### config.mk
export PLATFORM = sky130hd
export DESIGN_NAME = catmull_rom_path_smoother
export DESIGN_NICKNAME = d
export VERILOG_FILES = /design/src/sv/crps_pkg.sv /design/src/sv/catmull_rom_path_smoother.sv /design/src/sv/crps_lane.sv /design/src/sv/crps_ctrl.sv
export SDC_FILE = /design/constraint.sdc
export NUM_CORES = 2
export LEC_CHECK = 0
export BUFFER_PORTS_ARGS = -buffer_cell sky130_fd_sc_hd__buf_4
export CAP_MARGIN = 10
export CORE_MARGIN = 2
export CORE_UTILIZATION = 45
export DETAILED_ROUTE_END_ITERATION = 8
export SYNTH_ARGS = -nofsm -noshare
export SYNTH_HDL_FRONTEND = slang
export SYNTH_HIERARCHICAL = 1
export SYNTH_SLANG_ARGS = --single-unit
### constraint.sdc
create_clock -name clk -period 9.3 [get_ports clk]
set_input_delay 0.465 -clock clk [delete_from_list [all_inputs] [get_ports clk]]
set_output_delay 0.465 -clock clk [all_outputs]
set_load 0.01 [all_outputs]
### src/sv/crps_pkg.sv
// ----------------------------------------------------------------------------
// crps_pkg
// Shared types and constants for the Catmull-Rom path smoother.
// ----------------------------------------------------------------------------
package crps_pkg;

    // Fixed field widths
    localparam int IN_W     = 10;
    localparam int SAMPLE_W = 20;
    localparam int S_W      = 5;
    localparam int SQ_W     = 10;
    localparam int CUBE_W   = 15;
    localparam int DEN_W    = 16;

    localparam logic [S_W-1:0] S_MAX   = 5'd30;
    localparam logic [S_W-1:0] S_MIN   = 5'd1;
    localparam logic [S_W-1:0] S_RESET = 5'd10;

    localparam int SAMPLE_MAX = 524287;
    localparam int SAMPLE_MIN = -524288;

    typedef struct packed {
        logic [IN_W-1:0] point_x;
        logic [IN_W-1:0] point_y;
        logic            final_point;
    } in_item_t;

    typedef struct packed {
        logic signed [SAMPLE_W-1:0] sample_x;
        logic signed [SAMPLE_W-1:0] sample_y;
        logic                       end_of_path;
        logic                       no_path;
    } out_item_t;

    // Multiply-accumulate steps of the Horner evaluation
    typedef enum logic [2:0] {
        MAC_NONE,
        MAC_CJ,
        MAC_BS,
        MAC_ACCJ,
        MAC_AS2,
        MAC_PS3
    } mac_op_t;

    // Source of an output sample
    typedef enum logic [1:0] {
        SRC_DIV,
        SRC_POINT,
        SRC_ZERO
    } res_src_t;

    typedef enum logic [4:0] {
        ST_IDLE,
        ST_DECIDE,
        ST_SQ,
        ST_CUBE,
        ST_LOAD,
        ST_CJ,
        ST_BS,
        ST_MJ1,
        ST_AS2,
        ST_MJ2,
        ST_PS3,
        ST_PREP,
        ST_ABS,
        ST_DIV,
        ST_RES,
        ST_POINT,
        ST_EMPTY
    } state_t;

    // Commands from the controller to both coordinate lanes
    typedef struct packed {
        logic                 cap_in;
        logic                 load_seg;
        logic                 seg_last;
        logic                 p0_dup;
        logic                 shift_hist;
        mac_op_t              mac;
        logic                 prep;
        logic                 absv;
        logic                 div_step;
        logic                 res_load;
        res_src_t             res_src;
        logic [S_W-1:0]       s;
        logic [SQ_W-1:0]      s2;
        logic [CUBE_W-1:0]    s3;
        logic [S_W-1:0]       j;
    } ctrl_cmd_t;

endpackage

### src/sv/catmull_rom_path_smoother.sv
// ----------------------------------------------------------------------------
// catmull_rom_path_smoother
// Uniform Catmull-Rom smoothing of a waypoint stream into fixed-point samples.
// ----------------------------------------------------------------------------
// Waypoints are taken one at a time, and the block takes no new waypoint until
// every sample it causes has been produced. Each sample takes six
// multiply-accumulate steps, two rounding-prep steps, one cycle per quotient bit
// in the shift-subtract divider (COORD_BITS+FRAC_BITS+20 bits) and one
// saturation step; x and y run in parallel. A waypoint that closes a segment
// yields S+1 samples, the final waypoint up to 2S+3. The last sample sits in
// the output register while the next waypoint is accepted.
module catmull_rom_path_smoother #(
    parameter int COORD_BITS = 10,
    parameter int FRAC_BITS  = 8
) (
    input  logic                      clk,
    input  logic                      rst_n,
    input  logic                      in_valid,
    output logic                      in_stall,
    input  crps_pkg::in_item_t        in_data,
    output logic                      out_valid,
    input  logic                      out_stall,
    output crps_pkg::out_item_t       out_data,
    input  logic                      cfg_write_en,
    input  logic [crps_pkg::S_W-1:0]  cfg_write_data
);
    import crps_pkg::*;

    localparam int DIV_STEPS = COORD_BITS + FRAC_BITS + 20;

    ctrl_cmd_t                  cmd;
    logic                       eop, nop;
    logic signed [SAMPLE_W-1:0] sx, sy;

    crps_ctrl #(
        .DIV_STEPS(DIV_STEPS)
    ) u_ctrl (
        .clk            (clk),
        .rst_n          (rst_n),
        .in_valid       (in_valid),
        .final_point    (in_data.final_point),
        .in_stall       (in_stall),
        .out_valid      (out_valid),
        .out_stall      (out_stall),
        .end_of_path    (eop),
        .no_path        (nop),
        .cfg_write_en   (cfg_write_en),
        .cfg_write_data (cfg_write_data),
        .cmd            (cmd)
    );

    crps_lane #(
        .COORD_BITS(COORD_BITS),
        .FRAC_BITS (FRAC_BITS)
    ) u_lane_x (
        .clk      (clk),
        .rst_n    (rst_n),
        .cmd      (cmd),
        .coord_in (in_data.point_x),
        .sample   (sx)
    );

    crps_lane #(
        .COORD_BITS(COORD_BITS),
        .FRAC_BITS (FRAC_BITS)
    ) u_lane_y (
        .clk      (clk),
        .rst_n    (rst_n),
        .cmd      (cmd),
        .coord_in (in_data.point_y),
        .sample   (sy)
    );

    // Output transfer payload
    assign out_data = {sx, sy, eop, nop};

endmodule

### src/sv/crps_lane.sv
// ----------------------------------------------------------------------------
// crps_lane
// Datapath for one coordinate: waypoint history, spline coefficients,
// Horner multiply-accumulate, rounding prep, bit-serial divider, saturation.
// ----------------------------------------------------------------------------
module crps_lane #(
    parameter int COORD_BITS = 10,
    parameter int FRAC_BITS  = 8
) (
    input  logic                              clk,
    input  logic                              rst_n,
    input  crps_pkg::ctrl_cmd_t               cmd,
    input  logic [crps_pkg::IN_W-1:0]         coord_in,
    output logic signed [crps_pkg::SAMPLE_W-1:0] sample
);
    import crps_pkg::*;

    localparam int CB    = COORD_BITS;
    localparam int CW    = CB + 4;
    localparam int ACC_W = CB + 20;
    localparam int MAG_W = CB + FRAC_BITS + 20;
    localparam int NUM_W = MAG_W + 1;
    localparam int RES_W = MAG_W + 1;
    localparam int PRD_W = ACC_W + CUBE_W + 1;

    localparam logic signed [RES_W-1:0] SAT_HI = RES_W'(SAMPLE_MAX);
    localparam logic signed [RES_W-1:0] SAT_LO = RES_W'(SAMPLE_MIN);

    logic [CB-1:0]              in_reg;
    logic [CB-1:0]              hist_reg [3];
    logic signed [CW-1:0]       a_reg, b_reg, c_reg, p1x2_reg;
    logic signed [ACC_W-1:0]    acc_reg;
    logic signed [NUM_W-1:0]    num_reg;
    logic [MAG_W-1:0]           quo_reg;
    logic [DEN_W-1:0]           rem_reg;
    logic                       neg_reg;
    logic signed [SAMPLE_W-1:0] sample_reg;

    logic [CB-1:0]              p0, p1, p2, p3;
    logic signed [CW-1:0]       p0s, p1s, p2s, p3s;
    logic signed [ACC_W-1:0]    opa, base;
    logic [CUBE_W-1:0]          opb;
    logic signed [PRD_W-1:0]    prod;
    logic [DEN_W-1:0]           den;
    logic [NUM_W-1:0]           mag_neg;
    logic [DEN_W:0]             rem_w;
    logic                       ge;
    logic signed [RES_W-1:0]    divres, sat_in;

    // Control points of the current segment
    always_comb
    begin
        p1  = cmd.seg_last ? hist_reg[0] : hist_reg[1];
        p2  = cmd.seg_last ? in_reg : hist_reg[0];
        p3  = in_reg;
        p0  = cmd.p0_dup ? p1 : (cmd.seg_last ? hist_reg[1] : hist_reg[2]);
        p0s = $signed(CW'(p0));
        p1s = $signed(CW'(p1));
        p2s = $signed(CW'(p2));
        p3s = $signed(CW'(p3));
    end

    // Horner operand selection
    always_comb
    begin
        opa  = '0;
        opb  = '0;
        base = '0;
        case (cmd.mac)
            MAC_CJ:
            begin
                opa = ACC_W'(c_reg);
                opb = CUBE_W'(cmd.j);
            end
            MAC_BS:
            begin
                opa  = ACC_W'(b_reg);
                opb  = CUBE_W'(cmd.s);
                base = acc_reg;
            end
            MAC_ACCJ:
            begin
                opa = acc_reg;
                opb = CUBE_W'(cmd.j);
            end
            MAC_AS2:
            begin
                opa  = ACC_W'(a_reg);
                opb  = CUBE_W'(cmd.s2);
                base = acc_reg;
            end
            MAC_PS3:
            begin
                opa  = ACC_W'(p1x2_reg);
                opb  = cmd.s3;
                base = acc_reg;
            end
            default:
            begin
                opa = '0;
            end
        endcase
        prod = opa * $signed({1'b0, opb});
    end

    // Divider helpers
    assign den     = {cmd.s3, 1'b0};
    assign mag_neg = NUM_W'(0) - num_reg + NUM_W'(den) - NUM_W'(1);
    assign rem_w   = {rem_reg, quo_reg[MAG_W-1]};
    assign ge      = rem_w >= {1'b0, den};

    // Result selection and saturation
    always_comb
    begin
        divres = neg_reg ? -$signed({1'b0, quo_reg}) : $signed({1'b0, quo_reg});
        case (cmd.res_src)
            SRC_DIV:   sat_in = divres;
            SRC_POINT: sat_in = $signed(RES_W'({in_reg, {FRAC_BITS{1'b0}}}));
            default:   sat_in = '0;
        endcase
    end

    always_ff @(posedge clk or negedge rst_n)
    begin
        if (!rst_n)
        begin
            hist_reg[0] <= '0;
            hist_reg[1] <= '0;
            hist_reg[2] <= '0;
        end
        else if (cmd.shift_hist)
        begin
            hist_reg[2] <= hist_reg[1];
            hist_reg[1] <= hist_reg[0];
            hist_reg[0] <= in_reg;
        end
    end

    // Payload registers
    always_ff @(posedge clk)
    begin
        if (cmd.cap_in)
            in_reg <= CB'(coord_in);
        if (cmd.load_seg)
        begin
            a_reg    <= p2s - p0s;
            b_reg    <= (p0s <<< 1) - (p1s <<< 2) - p1s + (p2s <<< 2) - p3s;
            c_reg    <= (p1s <<< 1) + p1s - p0s - (p2s <<< 1) - p2s + p3s;
            p1x2_reg <= p1s <<< 1;
        end
        if (cmd.mac != MAC_NONE)
            acc_reg <= base + prod[ACC_W-1:0];
        // N * 2^F + S^3
        if (cmd.prep)
            num_reg <= $signed({acc_reg[ACC_W-1], acc_reg, {FRAC_BITS{1'b0}}})
                       + $signed(NUM_W'(cmd.s3));
        // floor division of a negative value via ceil of the magnitude
        if (cmd.absv)
        begin
            neg_reg <= num_reg[NUM_W-1];
            quo_reg <= num_reg[NUM_W-1] ? mag_neg[MAG_W-1:0] : num_reg[MAG_W-1:0];
            rem_reg <= '0;
        end
        else if (cmd.div_step)
        begin
            rem_reg <= ge ? DEN_W'(rem_w - {1'b0, den}) : rem_w[DEN_W-1:0];
            quo_reg <= {quo_reg[MAG_W-2:0], ge};
        end
        if (cmd.res_load)
        begin
            if (sat_in > SAT_HI)
                sample_reg <= SAT_HI[SAMPLE_W-1:0];
            else if (sat_in < SAT_LO)
                sample_reg <= SAT_LO[SAMPLE_W-1:0];
            else
                sample_reg <= sat_in[SAMPLE_W-1:0];
        end
    end

    assign sample = sample_reg;

endmodule

### src/sv/crps_ctrl.sv
// ----------------------------------------------------------------------------
// crps_ctrl
// Sequencer: path bookkeeping, segment and sample loop, divider count,
// configuration register and the output flag register.
// ----------------------------------------------------------------------------
module crps_ctrl #(
    parameter int DIV_STEPS = 38
) (
    input  logic                         clk,
    input  logic                         rst_n,
    input  logic                         in_valid,
    input  logic                         final_point,
    output logic                         in_stall,
    output logic                         out_valid,
    input  logic                         out_stall,
    output logic                         end_of_path,
    output logic                         no_path,
    input  logic                         cfg_write_en,
    input  logic [crps_pkg::S_W-1:0]     cfg_write_data,
    output crps_pkg::ctrl_cmd_t          cmd
);
    import crps_pkg::*;

    localparam int CNT_W = $clog2(DIV_STEPS);
    localparam logic [CNT_W-1:0] CNT_LAST = CNT_W'(DIV_STEPS - 1);

    state_t             state_reg, state_next;
    logic [1:0]         ps_reg, ps_next;
    logic               fin_reg, fin_next;
    logic               seg_last_reg, seg_last_next;
    logic [S_W-1:0]     j_reg, j_next;
    logic [SQ_W-1:0]    s2_reg, s2_next;
    logic [CUBE_W-1:0]  s3_reg, s3_next;
    logic [CNT_W-1:0]   cnt_reg, cnt_next;
    logic [S_W-1:0]     cfg_s_reg;
    logic               out_valid_reg, eop_reg, nop_reg;
    logic [S_W-1:0]     s_eff;
    logic               out_free, seg_done;

    assign s_eff    = (cfg_s_reg < S_MIN) ? S_MIN :
                      ((cfg_s_reg > S_MAX) ? S_MAX : cfg_s_reg);
    assign out_free = !out_valid_reg || !out_stall;
    assign seg_done = (j_reg == s_eff);

    // Next state
    always_comb
    begin
        state_next = state_reg;
        unique case (state_reg)
            ST_IDLE:   if (in_valid) state_next = ST_DECIDE;
            ST_DECIDE:
            begin
                if (fin_reg && ps_reg == 2'd0)
                    state_next = ST_EMPTY;
                else if (ps_reg >= 2'd2 || fin_reg)
                    state_next = ST_SQ;
                else
                    state_next = ST_IDLE;
            end
            ST_SQ:     state_next = ST_CUBE;
            ST_CUBE:   state_next = ST_LOAD;
            ST_LOAD:   state_next = ST_CJ;
            ST_CJ:     state_next = ST_BS;
            ST_BS:     state_next = ST_MJ1;
            ST_MJ1:    state_next = ST_AS2;
            ST_AS2:    state_next = ST_MJ2;
            ST_MJ2:    state_next = ST_PS3;
            ST_PS3:    state_next = ST_PREP;
            ST_PREP:   state_next = ST_ABS;
            ST_ABS:    state_next = ST_DIV;
            ST_DIV:    if (cnt_reg == CNT_LAST) state_next = ST_RES;
            ST_RES:
            begin
                if (out_free)
                begin
                    if (!seg_done)
                        state_next = ST_CJ;
                    else if (seg_last_reg)
                        state_next = ST_POINT;
                    else if (fin_reg)
                        state_next = ST_LOAD;
                    else
                        state_next = ST_IDLE;
                end
            end
            ST_POINT:  if (out_free) state_next = ST_IDLE;
            ST_EMPTY:  if (out_free) state_next = ST_IDLE;
            default:   state_next = ST_IDLE;
        endcase
    end

    // Outputs
    always_comb
    begin
        cmd          = '0;
        cmd.mac      = MAC_NONE;
        cmd.res_src  = SRC_DIV;
        cmd.seg_last = seg_last_reg;
        cmd.p0_dup   = seg_last_reg ? (ps_reg == 2'd1) : (ps_reg == 2'd2);
        cmd.s        = s_eff;
        cmd.s2       = s2_reg;
        cmd.s3       = s3_reg;
        cmd.j        = j_reg;
        unique case (state_reg)
            ST_IDLE:   cmd.cap_in = in_valid;
            ST_DECIDE: cmd.shift_hist = !fin_reg && ps_reg < 2'd2;
            ST_LOAD:   cmd.load_seg = 1'b1;
            ST_CJ:     cmd.mac = MAC_CJ;
            ST_BS:     cmd.mac = MAC_BS;
            ST_MJ1:    cmd.mac = MAC_ACCJ;
            ST_AS2:    cmd.mac = MAC_AS2;
            ST_MJ2:    cmd.mac = MAC_ACCJ;
            ST_PS3:    cmd.mac = MAC_PS3;
            ST_PREP:   cmd.prep = 1'b1;
            ST_ABS:    cmd.absv = 1'b1;
            ST_DIV:    cmd.div_step = 1'b1;
            ST_RES:
            begin
                cmd.res_load   = out_free;
                cmd.shift_hist = out_free && seg_done && !seg_last_reg && !fin_reg;
            end
            ST_POINT:
            begin
                cmd.res_load = out_free;
                cmd.res_src  = SRC_POINT;
            end
            ST_EMPTY:
            begin
                cmd.res_load = out_free;
                cmd.res_src  = SRC_ZERO;
            end
            default:   cmd.cap_in = 1'b0;
        endcase
    end

    // Counters and bookkeeping
    always_comb
    begin
        ps_next       = ps_reg;
        fin_next      = fin_reg;
        seg_last_next = seg_last_reg;
        j_next        = j_reg;
        s2_next       = s2_reg;
        s3_next       = s3_reg;
        cnt_next      = cnt_reg;
        if (cmd.cap_in)
            fin_next = final_point;
        if (cmd.shift_hist && ps_reg != 2'd3)
            ps_next = ps_reg + 2'd1;
        case (state_reg)
            ST_DECIDE: seg_last_next = ps_reg < 2'd2;
            ST_SQ:     s2_next = SQ_W'(s_eff * s_eff);
            ST_CUBE:   s3_next = CUBE_W'(s2_reg * s_eff);
            ST_LOAD:   j_next = '0;
            ST_ABS:    cnt_next = '0;
            ST_DIV:    cnt_next = cnt_reg + CNT_W'(1);
            ST_RES:
            begin
                if (out_free)
                begin
                    if (!seg_done)
                        j_next = j_reg + S_W'(1);
                    else if (!seg_last_reg && fin_reg)
                        seg_last_next = 1'b1;
                end
            end
            ST_POINT:  if (out_free) ps_next = 2'd0;
            default:   cnt_next = cnt_reg;
        endcase
    end

    always_ff @(posedge clk or negedge rst_n)
    begin
        if (!rst_n)
        begin
            state_reg     <= ST_IDLE;
            ps_reg        <= 2'd0;
            fin_reg       <= 1'b0;
            seg_last_reg  <= 1'b0;
            j_reg         <= '0;
            s2_reg        <= '0;
            s3_reg        <= '0;
            cnt_reg       <= '0;
            cfg_s_reg     <= S_RESET;
            out_valid_reg <= 1'b0;
            eop_reg       <= 1'b0;
            nop_reg       <= 1'b0;
        end
        else
        begin
            state_reg    <= state_next;
            ps_reg       <= ps_next;
            fin_reg      <= fin_next;
            seg_last_reg <= seg_last_next;
            j_reg        <= j_next;
            s2_reg       <= s2_next;
            s3_reg       <= s3_next;
            cnt_reg      <= cnt_next;
            if (cfg_write_en)
                cfg_s_reg <= cfg_write_data;
            // output register: load a new transfer or retire the taken one
            if (cmd.res_load)
            begin
                out_valid_reg <= 1'b1;
                eop_reg       <= cmd.res_src != SRC_DIV;
                nop_reg       <= cmd.res_src == SRC_ZERO;
            end
            else if (!out_stall)
                out_valid_reg <= 1'b0;
        end
    end

    assign in_stall    = state_reg != ST_IDLE;
    assign out_valid   = out_valid_reg;
    assign end_of_path = eop_reg;
    assign no_path     = nop_reg;

    // Sample index stays within the segment while evaluating
    a_j_range: assert property (@(posedge clk) disable iff (!rst_n)
        (state_reg == ST_CJ) |-> (j_reg <= s_eff))
        else $error("sample index beyond segment");

    // Finishing a path clears the point count
    a_path_reset: assert property (@(posedge clk) disable iff (!rst_n)
        (state_reg == ST_POINT && out_free) |=> (ps_reg == 2'd0))
        else $error("point count not cleared after path end");

    // An empty-path result is always the last of its path
    a_nop_eop: assert property (@(posedge clk) disable iff (!rst_n)
        (out_valid_reg && nop_reg) |-> eop_reg)
        else $error("no_path without end_of_path");

endmodule
Yosys cells after proc, flatten, opt, wreduce, memory -nomap -nowiden
Index checks and enable logic that the tools add are counted.
- $add $sub $neg: 37
- multipliers: 4
- $lt $le $gt $ge: 10
- equality and inequality tests: 36
- multiplexer cells: 62
- reductions and logical operators: 31
- operator list (operator ; number):
    $pmux W30 S5 ; 2
    $mux W38 ; 6
    $pmux W39 S2 ; 2
    $sub A14 B11 Y14 ; 8
    $mux W10 ; 8
    $pmux W5 S16 ; 1
    $add A38 B16 Y39 ; 2
    $gt A39 B20 Y1 const B ; 2
    $lt A39 B20 Y1 const B ; 2
    $mux W39 ; 2
    $neg A38 Y39 ; 2
    $add A38 B16 Y38 ; 2
    $sub A1 B38 Y38 const A ; 2
    $sub A38 B1 Y38 const B ; 2
    $add A30 B30 Y30 ; 2
    $mul A30 B16 Y30 ; 2
    $mux W30 ; 2
    $pmux W15 S4 ; 1
    $mux W5 ; 11
    $eq A5 B4 Y1 const B ; 8
    $mux W20 ; 2
    $ge A17 B16 Y1 ; 2
    $mux W16 ; 2
    $sub A16 B16 Y16 ; 2
    other kinds (48) ; 103
- bits in registers: 525
- input port bits: 31
- output and inout port bits: 44
- logic and storage cells: 220

Logic depth before layout (Yosys ltp)
- depth in word-level cells: 12
- depth in mapped cells: 36
- gate-level depth less buffers: 31

Cells and area by module
The synthesis kept the hierarchy.
- by module, submodules not included (module ; instances ; cells each ; area each (µm²)):
    crps_lane (u_lane_x) ; 1 ; 2935 ; 27705.3
    crps_lane (u_lane_y) ; 1 ; 2905 ; 27287.4
    crps_ctrl ; 1 ; 511 ; 4528.1
    catmull_rom_path_smoother ; 1 ; 2 ; 15.0

Worst setup path before layout
No wires, ideal clock.
- path type: register to register
- start point: register u_ctrl.state_reg[3]
- end point: register u_lane_x.acc_reg[29] (data pin)
- arrival time: 8.777 ns
- slack: 0.261 ns
- cell stages (with the launch flop): 30
- buffers on the path: 4
- path through: dfrtp_1 > clkbuf_1 > clkbuf_1 > nor4b_1 > clkbuf_1 > clkbuf_1 > nand2b_1 > o21ai_0 > a221oi_1 > nor2_1 > fa_1 > inv_1 > fa_1 > fa_1 > inv_1 > fa_1 > fa_1 > inv_1 > fa_1 > inv_1 > ha_1 > a21o_1 > a21o_1 > a21oi_1 > o21ai_0 > a21oi_1 > o311ai_0 > o41ai_1 > o31ai_1 > xnor2_1
- RTL lines (what ; line ; source):
    from (decl) ; crps_ctrl.sv:27 ; state_t state_reg, state_next;
    from (signal assigned) ; crps_ctrl.sv:191 ; state_reg <= state_next;
    to (signal assigned) ; crps_lane.sv:152 ; acc_reg <= base + prod[ACC_W-1:0];
    to (decl) ; crps_lane.sv:32 ; logic signed [ACC_W-1:0] acc_reg;

==> qor.yml <==
startpoint_type: "flop"
io_buffer_count: 74
drcViolationCount: 0
worst-setup-path-type: "reg -> reg"
fmax_mhz: 113
grt_overflow: 0
finalClockSkew_ns: 0.0533
worstSetupEndpoint: "u_lane_y/acc_reg[29]"
crit_fanout: 16
min_period_ns: 8.82
die_h_um: 368
timing.rr.start: "u_ctrl/state_reg[0]"
antenna_found_initial: 1
via_per_inst: 5.27
reg2reg_depth: 30
top_layer_used: "met4"
slowest_stage: "dfrtp_1"
drv_cap: 0
dr.pass1.iters: 5
core_area_um2: 131000
htree_levels: 3
cts_buffer_depth: 3
vias: 43737
period_share_pct: 94.9
final_util_pct: 49.6
synth.distinct_cells: 94
finalSetupTns_ns: 0
placed_area_um2: 62700
grt_pass1_wl_um: 251000
ys_ff_latch: 518
crit_arrival_ns: 9.23
design_area_um2: 65200
worstSetupEndpointType: "flop"
drive_above_1_share_pct: 7.72
netlist_area_um2: 59500
syn_avg_cell_area_um2: 9.37
rrSetupSlack_ns: 0.48
route.met2.wl_um: 66600
nNetsFinal: 7636
setup_viol: 0
clkSlewWorstSetupHoldPaths_ns: 0.05
nFillCells: 12277
reg2reg_to: "u_lane_y/acc_reg[29]"
drt_iter0_drc: 3352
wirelength_um: 157000
min_path_type: "in -> reg"
synthArstFlopShare_pct: 21.6
synth-seq-area-share_pct: 24.7
final_cell_mix: "1,195 x inv_1, 712 x fa_1, 621 x nand2_1"
wl_met3_um: 12200
hold_violations: 0
netlist.area_leader.share_pct: 23.9
grt_max_degree: 168
dp_hpwl_um: 126000
worstPathRequired_ns: 9.70
grt_usage_pct: 23.7
design.die.area_um2: 135000
cts_buffers: 67
slowest_delay_ns: 0.64
synthTopCellsByArea: "fa_1 24%, edfxtp_1 19%, ha_1 8.5%"
startpoint: "u_ctrl/state_reg[0]"
synth_edf_count: 374
syn-instance-count: 6353
boundaryPins: 75
finalMaxSlewViolations: 0
status: "finished clean"
syn_to_final_growth_pct: 9.51
rows: 133
die_w_um: 368
yosysWarnings: 6
met1Wirelength_um: 74700
synth_ff_type: "edfxtp_1"
cts_num_sinks: 518
cp_common_cell: "fa_1"
globalplace.congestion: 0.938
n_antenna_cell: 0
cts_root_buffer: "clkbuf_16"
final_common_cell: "inv_1"
grt_pass1_vias: 44258
max_slew_margin_pct: 26.4
clock_latency_ns: 0.69
cts_tree: "done"
initial_utilization_pct: 45.3
wl_per_cell_um: 19.0
yosys.area.top_type: "fa_1"
antenna_left: 0
worst_slew_pin_slew_ns: 1.10
rsz0062_at_grt: "no"
-- how the worst min path moves through the flow --
stage                     slack, ns              endpoint                 start  depth (start not counted)
after floorplan                0.17   u_ctrl/cfg_s_reg[0]                 rst_n                          0
after global placement         0.47  u_lane_x/rem_reg[15]  u_lane_x/rem_reg[15]                          2
after detailed placement       0.49   u_lane_x/rem_reg[2]   u_lane_x/rem_reg[2]                          2
after CTS                     0.003   u_ctrl/cfg_s_reg[0]     cfg_write_data[0]                          2
after global routing           0.02        u_ctrl/fin_reg            in_data[0]                          2
final                          0.05   u_ctrl/cfg_s_reg[0]     cfg_write_data[0]                          2
-- cells in the mapped netlist, types with 9 or more instances --
cell type,instances
ha_1,406
inv_1,1198
nor2b_1,62
edfxtp_1,374
nor3_1,62
or3_1,39
o21ai_0,224
nand2_1,621
a211o_1,9
dfrtp_1,110
a21boi_0,26
nand4_1,29
nand3b_1,9
dfxtp_1,32
mux2_2,132
a21o_1,100
nor4_1,19
xnor2_1,252
fa_1,712
a211oi_1,43
nor2_1,488
o31a_1,13
and2_1,86
nand2b_1,50
or4_1,15
o21a_1,31
xor2_1,141
a21oi_1,254
buf_1,29
clkbuf_1,183
a221oi_1,26
nor3b_1,11
mux2i_1,106
o41ai_1,27
o31ai_1,53
or2_2,19
a22oi_1,30
o21bai_1,34
nand3_1,72
and3_1,31
o22ai_1,10
o21ai_1,17
a221o_1,18
a31oi_1,19
-- final cells by class --
type                       count  area (um2)  share of cell area (%)
tap                         1755        2200                    3.37
inverter                    1199        4500                    6.91
clock buffer                  89        1830                    2.81
timing repair buffer         228        1850                    2.83
clock inverter                33         382                   0.585
multi-input combinational   4473       39800                    61.0
sequential                   518       14700                    22.5
-- timing repair --
action,CTS,global route
gates resized for setup,0,5
hold endpoints to repair,88,0
buffers inserted,0,1
hold buffers,24,0
setup endpoints to repair,0,11
-- critical path: cells and delay by family (launching register included) --
family	cells	cell delay, ns
flip-flops	1	0.64
XOR/XNOR	1	0.08
buffers and inverters	4	0.42
AND/OR/NAND/NOR	8	1.44
AO/OA/AOI/OAI	10	2.59
adder cells (fa/ha/maj)	7	3.37
-- stage by stage --
stage	cells	hold slack (ns)	setup slack, ns
after floorplan	6422	0.169	0.261
after global placement	8147	0.470	0.388
after detailed placement	8147	0.487	0.202
after CTS	8293	0.00281	0.219
after global routing	8295	0.0184	0.0246
final	8295	0.0526	0.478
-- cell families (layout without fill, tap and decap cells) --
group | count (synthesis) | count (layout) | synth area share (%)
buffers and inverters | 1432 | 1549 | 9.19
multiplexers | 238 | 238 | 4.28
flip-flops | 518 | 518 | 24.7
other | 6 | 75 | 0.0378
adder cells (fa/ha/maj) | 1118 | 1118 | 32.5
XOR/XNOR | 393 | 393 | 5.78
AO/OA/AOI/OAI | 1002 | 1002 | 11.0
AND/OR/NAND/NOR | 1646 | 1647 | 12.6
-- layer usage --
layer	vias to the layer above	track usage (%)
met3	202	5.17
met4	0	5.53
met1	21482	35.1
met2	1178	35.2
met5	-	0
li1	20875	-
Power is left out: the tool's default activity adds up to more than one toggle a clock period on the data nets, which glitch-free logic cannot reach.
